### src/hw/rtl/mcpwc_pkg.sv
// Shared types and constants for the multi-channel pulse width capture block.
package mcpwc_pkg;

    localparam int PIN_W           = 8;
    localparam int COUNT_W         = 16;
    localparam int WIDTH_W         = 22;
    localparam int CHAN_FIELD_W    = 3;
    localparam int TDATA_OUT_W     = 32;
    localparam int APB_DATA_W      = 32;
    localparam int APB_ADDR_W      = 3;

    localparam int DEF_CHANNELS      = 8;
    localparam int DEF_MAX_OVERFLOWS = 63;

    localparam logic [COUNT_W-1:0] PERIOD_RESET = 16'hFFFF;
    localparam logic [WIDTH_W-1:0] THRESH_RESET = 22'd2500;

    typedef enum logic [0:0] {
        REG_PERIOD = 1'b0,
        REG_THRESH = 1'b1
    } reg_idx_t;

    typedef struct packed {
        logic                    res;
        logic                    item_end;
        logic [CHAN_FIELD_W-1:0] chan;
        logic [WIDTH_W-1:0]      width;
    } cap_res_t;

endpackage

### src/hw/rtl/mcpwc_ram.sv
// Generic single-write, single-read RAM with registered read data.
module mcpwc_ram #(
    parameter int WIDTH = 8,
    parameter int DEPTH = 8,
    parameter int AW    = (DEPTH > 1) ? $clog2(DEPTH) : 1
) (
    input  logic             aclk,
    input  logic             wr_en,
    input  logic [AW-1:0]    wr_addr,
    input  logic [WIDTH-1:0] wr_data,
    input  logic             rd_en,
    input  logic [AW-1:0]    rd_addr,
    output logic [WIDTH-1:0] rd_data
);

    logic [WIDTH-1:0] mem_reg [DEPTH];
    logic [WIDTH-1:0] rd_data_reg;

    always_ff @(posedge aclk) begin
        if (wr_en) begin
            mem_reg[wr_addr] <= wr_data;
        end
        if (rd_en) begin
            rd_data_reg <= mem_reg[rd_addr];
        end
    end

    assign rd_data = rd_data_reg;

endmodule

### src/hw/rtl/mcpwc_proc.sv
// Channel sequencer and read-modify-write stage over the per-channel state RAM.
module mcpwc_proc
    import mcpwc_pkg::*;
#(
    parameter int CHANNELS      = DEF_CHANNELS,
    parameter int MAX_OVERFLOWS = DEF_MAX_OVERFLOWS
) (
    input  logic               aclk,
    input  logic               aresetn,
    input  logic               s_tvalid,
    output logic               s_tready,
    input  logic [PIN_W-1:0]   pin_levels,
    input  logic [COUNT_W-1:0] period,
    input  logic [WIDTH_W-1:0] threshold,
    input  logic               stall,
    output logic               cap_valid,
    output cap_res_t           cap
);

    localparam int CW = (CHANNELS > 1) ? $clog2(CHANNELS) : 1;
    localparam int OW = $clog2(MAX_OVERFLOWS + 1);
    localparam logic [CW-1:0] LAST_IDX = CW'(CHANNELS - 1);
    localparam logic [OW-1:0] MAX_OVF  = OW'(MAX_OVERFLOWS);

    typedef struct packed {
        logic [WIDTH_W-1:0] lastw;
        logic               act;
        logic [OW-1:0]      ovf;
        logic [COUNT_W-1:0] cnt;
    } entry_t;

    localparam logic [WIDTH_W-1:0] MAX_WIDTH = WIDTH_W'({MAX_OVF, {COUNT_W{1'b1}}});

    logic                busy_reg;
    logic [CW-1:0]       idx_reg;
    logic [CHANNELS-1:0] lv_reg;
    logic [CHANNELS-1:0] pv_reg;
    logic [CHANNELS-1:0] lv_in;
    logic [CHANNELS-1:0] vld_reg;

    logic          s1_valid_reg;
    logic [CW-1:0] s1_ch_reg;
    logic          s1_cur_reg;
    logic          s1_prev_reg;
    logic          s1_last_reg;
    logic          fwd_valid_reg;
    entry_t        fwd_data_reg;
    logic          rd_vld_reg;

    logic   s1_adv;
    logic   issue;
    logic   last_idx;
    logic   accept;
    entry_t ram_q;
    entry_t ent;
    entry_t ent_next;
    logic   done;
    logic   pass;
    logic [WIDTH_W-1:0] w;
    logic [WIDTH_W-1:0] up;
    logic [WIDTH_W-1:0] down;

    for (genvar i = 0; i < CHANNELS; i++) begin : g_lv
        if (i < PIN_W) begin : g_pin
            assign lv_in[i] = pin_levels[i];
        end else begin : g_zero
            assign lv_in[i] = 1'b0;
        end
    end

    assign s1_adv   = s1_valid_reg && !stall;
    assign issue    = busy_reg && (!s1_valid_reg || s1_adv);
    assign last_idx = (idx_reg == LAST_IDX);
    assign s_tready = !busy_reg || (issue && last_idx);
    assign accept   = s_tvalid && s_tready;

    always_ff @(posedge aclk) begin
        if (!aresetn) begin
            busy_reg <= 1'b0;
            idx_reg  <= '0;
            lv_reg   <= '0;
            pv_reg   <= '0;
        end else if (accept) begin
            busy_reg <= 1'b1;
            idx_reg  <= '0;
            lv_reg   <= lv_in;
            pv_reg   <= lv_reg;
        end else if (issue && last_idx) begin
            busy_reg <= 1'b0;
        end else if (issue) begin
            idx_reg <= idx_reg + 1'b1;
        end
    end

    always_ff @(posedge aclk) begin
        if (!aresetn) begin
            s1_valid_reg <= 1'b0;
        end else if (issue) begin
            s1_valid_reg <= 1'b1;
        end else if (s1_adv) begin
            s1_valid_reg <= 1'b0;
        end
    end

    always_ff @(posedge aclk) begin
        if (!aresetn) begin
            vld_reg <= '0;
        end else if (s1_adv) begin
            vld_reg[s1_ch_reg] <= 1'b1;
        end
    end

    always_ff @(posedge aclk) begin
        if (!aresetn) begin
            fwd_valid_reg <= 1'b0;
        end else if (issue) begin
            fwd_valid_reg <= s1_adv && (s1_ch_reg == idx_reg);
        end
    end

    always_ff @(posedge aclk) begin
        if (issue) begin
            s1_ch_reg    <= idx_reg;
            s1_cur_reg   <= lv_reg[idx_reg];
            s1_prev_reg  <= pv_reg[idx_reg];
            s1_last_reg  <= last_idx;
            fwd_data_reg <= ent_next;
            rd_vld_reg   <= vld_reg[idx_reg];
        end
    end

    mcpwc_ram #(
        .WIDTH ($bits(entry_t)),
        .DEPTH (CHANNELS)
    ) u_state_ram (
        .aclk    (aclk),
        .wr_en   (s1_adv),
        .wr_addr (s1_ch_reg),
        .wr_data (ent_next),
        .rd_en   (issue),
        .rd_addr (idx_reg),
        .rd_data (ram_q)
    );

    always_comb begin
        if (fwd_valid_reg) begin
            ent = fwd_data_reg;
        end else if (rd_vld_reg) begin
            ent = ram_q;
        end else begin
            ent = '0;
        end
    end

    always_comb begin
        ent_next = ent;
        done     = 1'b0;
        w        = '0;
        if (s1_cur_reg && !s1_prev_reg) begin
            ent_next.cnt = '0;
            ent_next.ovf = '0;
            ent_next.act = 1'b1;
        end else if (ent.act) begin
            if (!s1_cur_reg) begin
                w            = WIDTH_W'({ent.ovf, ent.cnt});
                ent_next.act = 1'b0;
                done         = 1'b1;
            end else if (ent.cnt >= period) begin
                ent_next.cnt = '0;
                if (ent.ovf >= MAX_OVF) begin
                    w            = MAX_WIDTH;
                    ent_next.act = 1'b0;
                    done         = 1'b1;
                end else begin
                    ent_next.ovf = ent.ovf + 1'b1;
                end
            end else begin
                ent_next.cnt = ent.cnt + 1'b1;
            end
        end
        up   = w - ent.lastw;
        down = ent.lastw - w;
        pass = done && ((up < threshold) || (down > threshold));
        if (pass) begin
            ent_next.lastw = w;
        end
    end

    assign cap_valid    = s1_valid_reg;
    assign cap.res      = pass;
    assign cap.item_end = s1_last_reg;
    assign cap.chan     = CHAN_FIELD_W'(s1_ch_reg);
    assign cap.width    = w;

endmodule

### src/hw/rtl/mcpwc_out.sv
// Pending result holder and output register; marks the final result of each item.
module mcpwc_out
    import mcpwc_pkg::*;
(
    input  logic                   aclk,
    input  logic                   aresetn,
    input  logic                   cap_valid,
    input  cap_res_t               cap,
    output logic                   stall,
    output logic                   m_tvalid,
    input  logic                   m_tready,
    output logic [TDATA_OUT_W-1:0] m_tdata,
    output logic                   m_tlast
);

    logic                    pend_valid_reg;
    logic                    pend_final_reg;
    logic [CHAN_FIELD_W-1:0] pend_chan_reg;
    logic [WIDTH_W-1:0]      pend_width_reg;
    logic                    m_valid_reg;
    logic                    m_last_reg;
    logic [CHAN_FIELD_W-1:0] m_chan_reg;
    logic [WIDTH_W-1:0]      m_width_reg;

    logic out_free;
    logic has_res;
    logic adv;
    logic push;

    assign out_free = !m_valid_reg || m_tready;
    assign has_res  = cap_valid && cap.res;
    assign stall    = has_res && pend_valid_reg && !out_free;
    assign adv      = cap_valid && !stall;
    assign push     = out_free && pend_valid_reg && (pend_final_reg || has_res);

    always_ff @(posedge aclk) begin
        if (!aresetn) begin
            m_valid_reg <= 1'b0;
        end else if (push) begin
            m_valid_reg <= 1'b1;
        end else if (m_tready) begin
            m_valid_reg <= 1'b0;
        end
    end

    always_ff @(posedge aclk) begin
        if (push) begin
            m_last_reg  <= pend_final_reg;
            m_chan_reg  <= pend_chan_reg;
            m_width_reg <= pend_width_reg;
        end
    end

    always_ff @(posedge aclk) begin
        if (!aresetn) begin
            pend_valid_reg <= 1'b0;
            pend_final_reg <= 1'b0;
        end else if (adv && has_res) begin
            pend_valid_reg <= 1'b1;
            pend_final_reg <= cap.item_end;
        end else if (push) begin
            pend_valid_reg <= 1'b0;
        end else if (adv && cap.item_end) begin
            pend_final_reg <= 1'b1;
        end
    end

    always_ff @(posedge aclk) begin
        if (adv && has_res) begin
            pend_chan_reg  <= cap.chan;
            pend_width_reg <= cap.width;
        end
    end

    assign m_tvalid = m_valid_reg;
    assign m_tlast  = m_last_reg;
    assign m_tdata  = TDATA_OUT_W'({m_width_reg, m_chan_reg});

endmodule

### src/hw/rtl/multi_channel_pulse_width_capture_top.sv
// Top level: configuration registers, channel processor and result output.
// Items: each channel of a tick item takes one slot on the state RAM read port, and the
//   next item is taken as the last channel is read; an output stall holds the sequence.
// Results: results reach m_tdata through a pending holder and the output register;
//   the final result of an item waits until every channel of that item is done.
// Reset: synchronous, active low; clears control, entry valid bits, previous levels and
//   the registers (period 65535, threshold 2500). RAM contents read as zero until written.
module multi_channel_pulse_width_capture_top
    import mcpwc_pkg::*;
#(
    parameter int CHANNELS      = DEF_CHANNELS,
    parameter int MAX_OVERFLOWS = DEF_MAX_OVERFLOWS
) (
    input  logic                   aclk,
    input  logic                   aresetn,
    input  logic                   s_tvalid,
    output logic                   s_tready,
    input  logic [PIN_W-1:0]       s_tdata,    // [7:0] pin_levels
    output logic                   m_tvalid,
    input  logic                   m_tready,
    output logic [TDATA_OUT_W-1:0] m_tdata,    // [2:0] channel, [24:3] width, rest zero
    output logic                   m_tlast,
    input  logic                   psel,
    input  logic                   penable,
    input  logic                   pwrite,
    input  logic [APB_ADDR_W-1:0]  paddr,
    input  logic [APB_DATA_W-1:0]  pwdata,
    output logic [APB_DATA_W-1:0]  prdata,
    output logic                   pready
);

    logic [COUNT_W-1:0] period_reg;
    logic [WIDTH_W-1:0] thresh_reg;
    reg_idx_t           reg_sel;
    logic               stall;
    logic               cap_valid;
    cap_res_t           cap;

    assign pready  = 1'b1;
    assign reg_sel = reg_idx_t'(paddr[2]);

    always_ff @(posedge aclk) begin
        if (!aresetn) begin
            period_reg <= PERIOD_RESET;
            thresh_reg <= THRESH_RESET;
        end else if (psel && penable && pwrite) begin
            case (reg_sel)
                REG_PERIOD: period_reg <= pwdata[COUNT_W-1:0];
                REG_THRESH: thresh_reg <= pwdata[WIDTH_W-1:0];
                default:    ;
            endcase
        end
    end

    always_comb begin
        case (reg_sel)
            REG_PERIOD: prdata = APB_DATA_W'(period_reg);
            REG_THRESH: prdata = APB_DATA_W'(thresh_reg);
            default:    prdata = '0;
        endcase
    end

    mcpwc_proc #(
        .CHANNELS      (CHANNELS),
        .MAX_OVERFLOWS (MAX_OVERFLOWS)
    ) u_proc (
        .aclk       (aclk),
        .aresetn    (aresetn),
        .s_tvalid   (s_tvalid),
        .s_tready   (s_tready),
        .pin_levels (s_tdata),
        .period     (period_reg),
        .threshold  (thresh_reg),
        .stall      (stall),
        .cap_valid  (cap_valid),
        .cap        (cap)
    );

    mcpwc_out u_out (
        .aclk      (aclk),
        .aresetn   (aresetn),
        .cap_valid (cap_valid),
        .cap       (cap),
        .stall     (stall),
        .m_tvalid  (m_tvalid),
        .m_tready  (m_tready),
        .m_tdata   (m_tdata),
        .m_tlast   (m_tlast)
    );

    a_stall_only_when_blocked: assert property (@(posedge aclk) disable iff (!aresetn)
        stall |-> (m_tvalid && !m_tready && cap_valid && cap.res))
        else $error("processing stalled while the output register could move");

    a_pad_zero: assert property (@(posedge aclk) disable iff (!aresetn)
        m_tvalid |-> (m_tdata[TDATA_OUT_W-1:CHAN_FIELD_W+WIDTH_W] == '0))
        else $error("result padding bits not zero");

endmodule

### config.mk
export PLATFORM = sky130hd
export DESIGN_NAME = multi_channel_pulse_width_capture_top
export DESIGN_NICKNAME = d
export VERILOG_FILES = /design/src/hw/rtl/mcpwc_pkg.sv /design/src/hw/rtl/mcpwc_ram.sv /design/src/hw/rtl/mcpwc_proc.sv /design/src/hw/rtl/mcpwc_out.sv /design/src/hw/rtl/multi_channel_pulse_width_capture_top.sv
export SDC_FILE = /design/constraint.sdc
export NUM_CORES = 1
export LEC_CHECK = 0
export ABC_AREA = 1
export ABC_CLOCK_PERIOD_IN_PS = 12100
export BUFFER_PORTS_ARGS = -buffer_cell sky130_fd_sc_hd__buf_2
export CAP_MARGIN = 10
export CORE_UTILIZATION = 46
export CTS_CLUSTER_SIZE = 25
export DETAILED_ROUTE_END_ITERATION = 10
export GPL_TIMING_DRIVEN = 0
export PLACE_DENSITY = 0.66
export SLEW_MARGIN = 20
export SYNTH_ARGS = -nofsm -noshare
export SYNTH_HDL_FRONTEND = slang
export SYNTH_SLANG_ARGS = --single-unit
### constraint.sdc
create_clock -name aclk -period 12.1 [get_ports aclk]
set_input_delay 1.815 -clock aclk [delete_from_list [all_inputs] [get_ports aclk]]
set_output_delay 1.815 -clock aclk [all_outputs]
set_load 0.005 [all_outputs]
==> tab_implementation.tex <==
\begin{tabular}{lr}
\hline
Metric & Value \\
\hline
\multicolumn{2}{l}{\textbf{STA}} \\
\quad Final Cycle Share & 0.877 \\
\quad F\_max & 94.3 MHz \\
\quad Final worst path period need & 10610 ps \\
\quad Rel. slew slack & 0.192 \\
\quad Worst slew pin tran & 1200 ps \\
\quad Final setup margin & 1490 ps \\
\quad Final setup violating endpoints & 0 \\
\quad Final Skew & 33.2 ps \\
\quad RSZ-0062 raised after global routing & false \\
\quad Max-slew violation count & 0 \\
\quad Total Negative Setup Slacks & 0 ps \\
\quad Hold Vio Cnt, Final & 0 \\
\multicolumn{2}{l}{\textbf{Layout}} \\
\quad Largest register FFs & 360 \\
\quad Share of cells above drive strength 1 & 0.0929 \\
\quad Antenna diodes & 0 \\
\quad Seq. cell area & 16700 µm² \\
\quad Count of fill cells added during filler insertion & 4960 \\
\quad Count of non-filler cells in the finished layout & 3490 \\
\quad Final nets & 2844 \\
\quad Area taken by multi-input logic gates & 8480 µm² \\
\quad Synthesis-to-layout area growth & 13.2\% \\
\multicolumn{2}{l}{\textbf{Run status}} \\
\quad Status & finished clean \\
\multicolumn{2}{l}{\textbf{Floorplanning}} \\
\quad Vertical die dimension & 243 µm \\
\quad Die width & 243 µm \\
\quad Placeable Area & 56800 µm² \\
\quad Rows & 87 \\
\quad Die Area & 58900 µm² \\
\quad Initial cell density of the core & 0.469 \\
\quad Number of placed I/O pins & 118 \\
\multicolumn{2}{l}{\textbf{Logic synthesis}} \\
\quad Synth Register Bits & 579 \\
\quad Async set-reset flop share out of synthesis & 0 \\
\quad Most used DFF post-synth & edfxtp\_1 \\
\quad Share of synthesized area occupied by flip-flops and latches & 0.626 \\
\quad Average cell area after synthesis & 10.6 µm² \\
\quad Count of yosys warnings during synthesis & 0 \\
\quad Number of flops mapped to enable cells by yosys & 508 \\
\quad Post-synthesis cell area & 26600 µm² \\
\quad Count of distinct cell types in the synthesized netlist & 55 \\
\quad Number of standard cells after synthesis & 2518 \\
\multicolumn{2}{l}{\textbf{Placement}} \\
\quad HPWL Detailed & 52.1 mm \\
\quad Placer Congestion & 0.989 \\
\quad Cell total after placement & 3383 \\
\quad Worst slack at placement & 2040 ps \\
\quad \# port buffers & 85 \\
\multicolumn{2}{l}{\textbf{Critical path}} \\
\quad Depth of the most critical reg-to-reg path & 36 \\
\quad Reg2reg end & u\_proc.u\_state\_ram.mem\_reg[6][31] \\
\quad Crit path max-delay cell type & a22oi\_1 \\
\quad Setup crit start & u\_proc.rd\_vld\_reg \\
\quad Maximum single-stage delay on the critical path & 510 ps \\
\quad CP Max Fanout & 10 \\
\quad Register-to-register setup slack & 2690 ps \\
\quad Required time at the endpoint of the critical path & 10280 ps \\
\quad Arr. time, crit path & 8790 ps \\
\quad Destination of the critical timing path & s\_tready \\
\quad Worst Setup Path Type & register to output port \\
\quad Worst Setup End Kind & output port \\
\quad Kind of launch point of the worst setup path & register \\
\quad Worst flop-to-flop path startpoint & u\_proc.rd\_vld\_reg \\
\multicolumn{2}{l}{\textbf{Clock tree}} \\
\quad Post-CTS Setup Bufs & 0 \\
\quad Clock Tree Root & clkbuf\_16 \\
\quad Post\_cts resized & 0 \\
\quad Total number of H-tree levels & 2 \\
\quad Post-cts hold buffer count & 0 \\
\quad Clock transition at the registers of the reported paths & 60 ps \\
\quad Number of buffers created by CTS & 57 \\
\quad CTS tree & done \\
\quad Worst-Skew Late Latency & 630 ps \\
\quad Clock sink total & 579 \\
\quad Maximum count of clock buffers along a single path & 3 \\
\multicolumn{2}{l}{\textbf{Detailed routing}} \\
\quad Routed WL & 71.6 mm \\
\quad Router iterations before antenna repair & 5 \\
\quad Number of routed nets with antenna violations & 0 \\
\quad DR DRC count & 0 \\
\quad Routed vias/inst & 5.49 \\
\quad Detail-routed net length per standard cell & 20.5 µm \\
\quad Total via count after detailed routing & 19145 \\
\quad Number of DRC violations after detailed-routing iteration 0 & 1751 \\
\multicolumn{2}{l}{\textbf{Power}} \\
\quad Power Total & 4.58 mW \\
\quad Cell Pwr Density & 152 nW/µm² \\
\quad Sequential share of power & 0.494 \\
\quad Net Sw Frac & 0.255 \\
\quad Part of the power in combinational logic & 0.121 \\
\quad Leakage power & 11.6 nW \\
\quad Max IR drop VDD & 0.128 mV \\
\quad Int Power & 3.41 mW \\
\quad Net switching power & 1.17 mW \\
\quad Portion of total power attributed to the clock network & 0.385 \\
\multicolumn{2}{l}{\textbf{Run}} \\
\quad \# Max-Cap Violations & 0 \\
\multicolumn{2}{l}{\textbf{Global route}} \\
\quad Number of antenna violations at the first check in global routing & 0 \\
\quad Total overflow reported by the global router & 0 \\
\quad Vias in the first global route & 18737 \\
\quad Largest net degree at the start of global routing & 47 \\
\quad Overall track demand over capacity in global routing & 0.242 \\
\quad First-pass GRT wire length & 109 mm \\
\multicolumn{2}{l}{\textbf{Hold path}} \\
\quad Hold Path Class & register to register \\
\hline
\end{tabular}
cell type report:
class | instances | share of cell area
Inverter | 235 | 0.0297
Multi-Input combinational cell | 1570 | 0.281
Sequential cell | 579 | 0.553
Timing Repair Buffer | 94 | 0.0201
Tap cell | 756 | 0.0314
Clock inverter | 31 | 0.0105
Clock buffer | 75 | 0.0516
Buffer | 150 | 0.0226
worst min-delay path by stage:
stage,from,endpoint,slack (ps),cells past startpoint
floorplan,u_out.pend_chan_reg[0],u_out.m_chan_reg[0],400,0
global placement,u_out.pend_width_reg[21],u_out.m_width_reg[21],410,0
detailed placement,u_out.pend_width_reg[2],u_out.m_width_reg[2],400,0
CTS,u_out.pend_width_reg[2],u_out.m_width_reg[2],420,0
global route,u_out.pend_width_reg[4],u_out.m_width_reg[4],430,0
finish,u_out.pend_width_reg[2],u_out.m_width_reg[2],420,0
metrics by stage:
step	hold WS, ps	instance area (µm²)	util
final	418	30200	0.531
after detailed placement	405	28300	0.497
after CTS	419	30100	0.530
after global placement	405	28100	0.494
after floorplan	400	26700	-
after global routing	427	30200	0.531
per-layer routing:
metal / global-route usage / vias to the layer above / part of all wire
met5: 0 / - / 0
met4: 0.0953 / 0 / 0.036
met3: 0.0362 / 126 / 0.074
met2: 0.408 / 760 / 0.48
met1: 0.313 / 9216 / 0.41
li1: - / 9043 / -
power by group through the flow:
stage          registers, mW  clock network [mW]  logic [mW]
2_1_floorplan           2.30                   0       0.364
4_1_cts                 2.26                1.79       0.551
6_report                2.26                1.76       0.554
3_3_place_gp            2.31                   0       0.526
5_1_grt                 2.26                1.86       0.622
3_5_place_dp            2.30                   0       0.548
Yosys cell counts, types with 5 or more instances:
cell type  count  area share
a21boi_0       5      0.0014
a21oi_1      155       0.029
a22oi_1       31      0.0087
a31oi_1       49       0.012
buf_1          8      0.0011
buf_2          7      0.0013
buf_4         21      0.0059
clkbuf_1     110       0.016
dfxtp_1       71       0.053
edfxtp_1     508        0.57
ha_1         105       0.049
inv_1        231       0.033
nand2_1      223       0.031
nand2_2        7      0.0016
nand3_1       39      0.0073
nand4_1       12      0.0028
nor2_1       472       0.067
o211ai_1       5      0.0014
o21ai_0      294       0.055
o21ai_1        5     0.00094
o22ai_1       46       0.011
xnor2_1        9      0.0030
xor2_1        42       0.014
critical path: cells and delay by family, from the launching register on:
family	cells	cell delay, ps
compound gates	9	2000
xor+xnor	1	190
fa+ha+maj	4	1300
buf+inv	10	1740
flops	1	490
simple gates	16	2400
kinds of logic (layout without fill, tap and decap cells):
kind of cell               Yosys count  in the layout  synth area share
and+or+nand+nor                    771            771             0.116
AOI/OAI and AO/OA                  623            623             0.131
DFF                                579            579             0.626
buffers and inverters              385            585            0.0587
adders and majority gates          107            107            0.0508
xor gates and xnor gates            51             51            0.0168
other                                2             18          0.000282
cells in the final DEF, fill, tap and decap left out, types with 5 or more instances in the layout:
cell	Yosys	layout
o21ai_1	5	15
nand4_1	12	12
a31oi_1	49	49
nand2_2	7	7
a22oi_1	31	31
edfxtp_1	508	508
xor2_1	42	42
a21boi_0	5	5
nand3_1	39	39
a21oi_1	155	155
o211ai_1	5	5
buf_12	0	6
nand2_1	223	223
clkbuf_1	110	124
buf_1	8	8
xnor2_1	9	9
inv_1	231	222
clkbuf_16	0	59
o22ai_1	46	46
buf_4	21	21
nor2_1	472	470
inv_2	2	5
inv_4	0	5
clkinv_2	0	7
ha_1	105	105
dfxtp_1	71	71
buf_2	7	93
o21ai_0	294	284
conb_1	2	18
clkinv_1	2	14
Power figures use the tool's default switching activity.
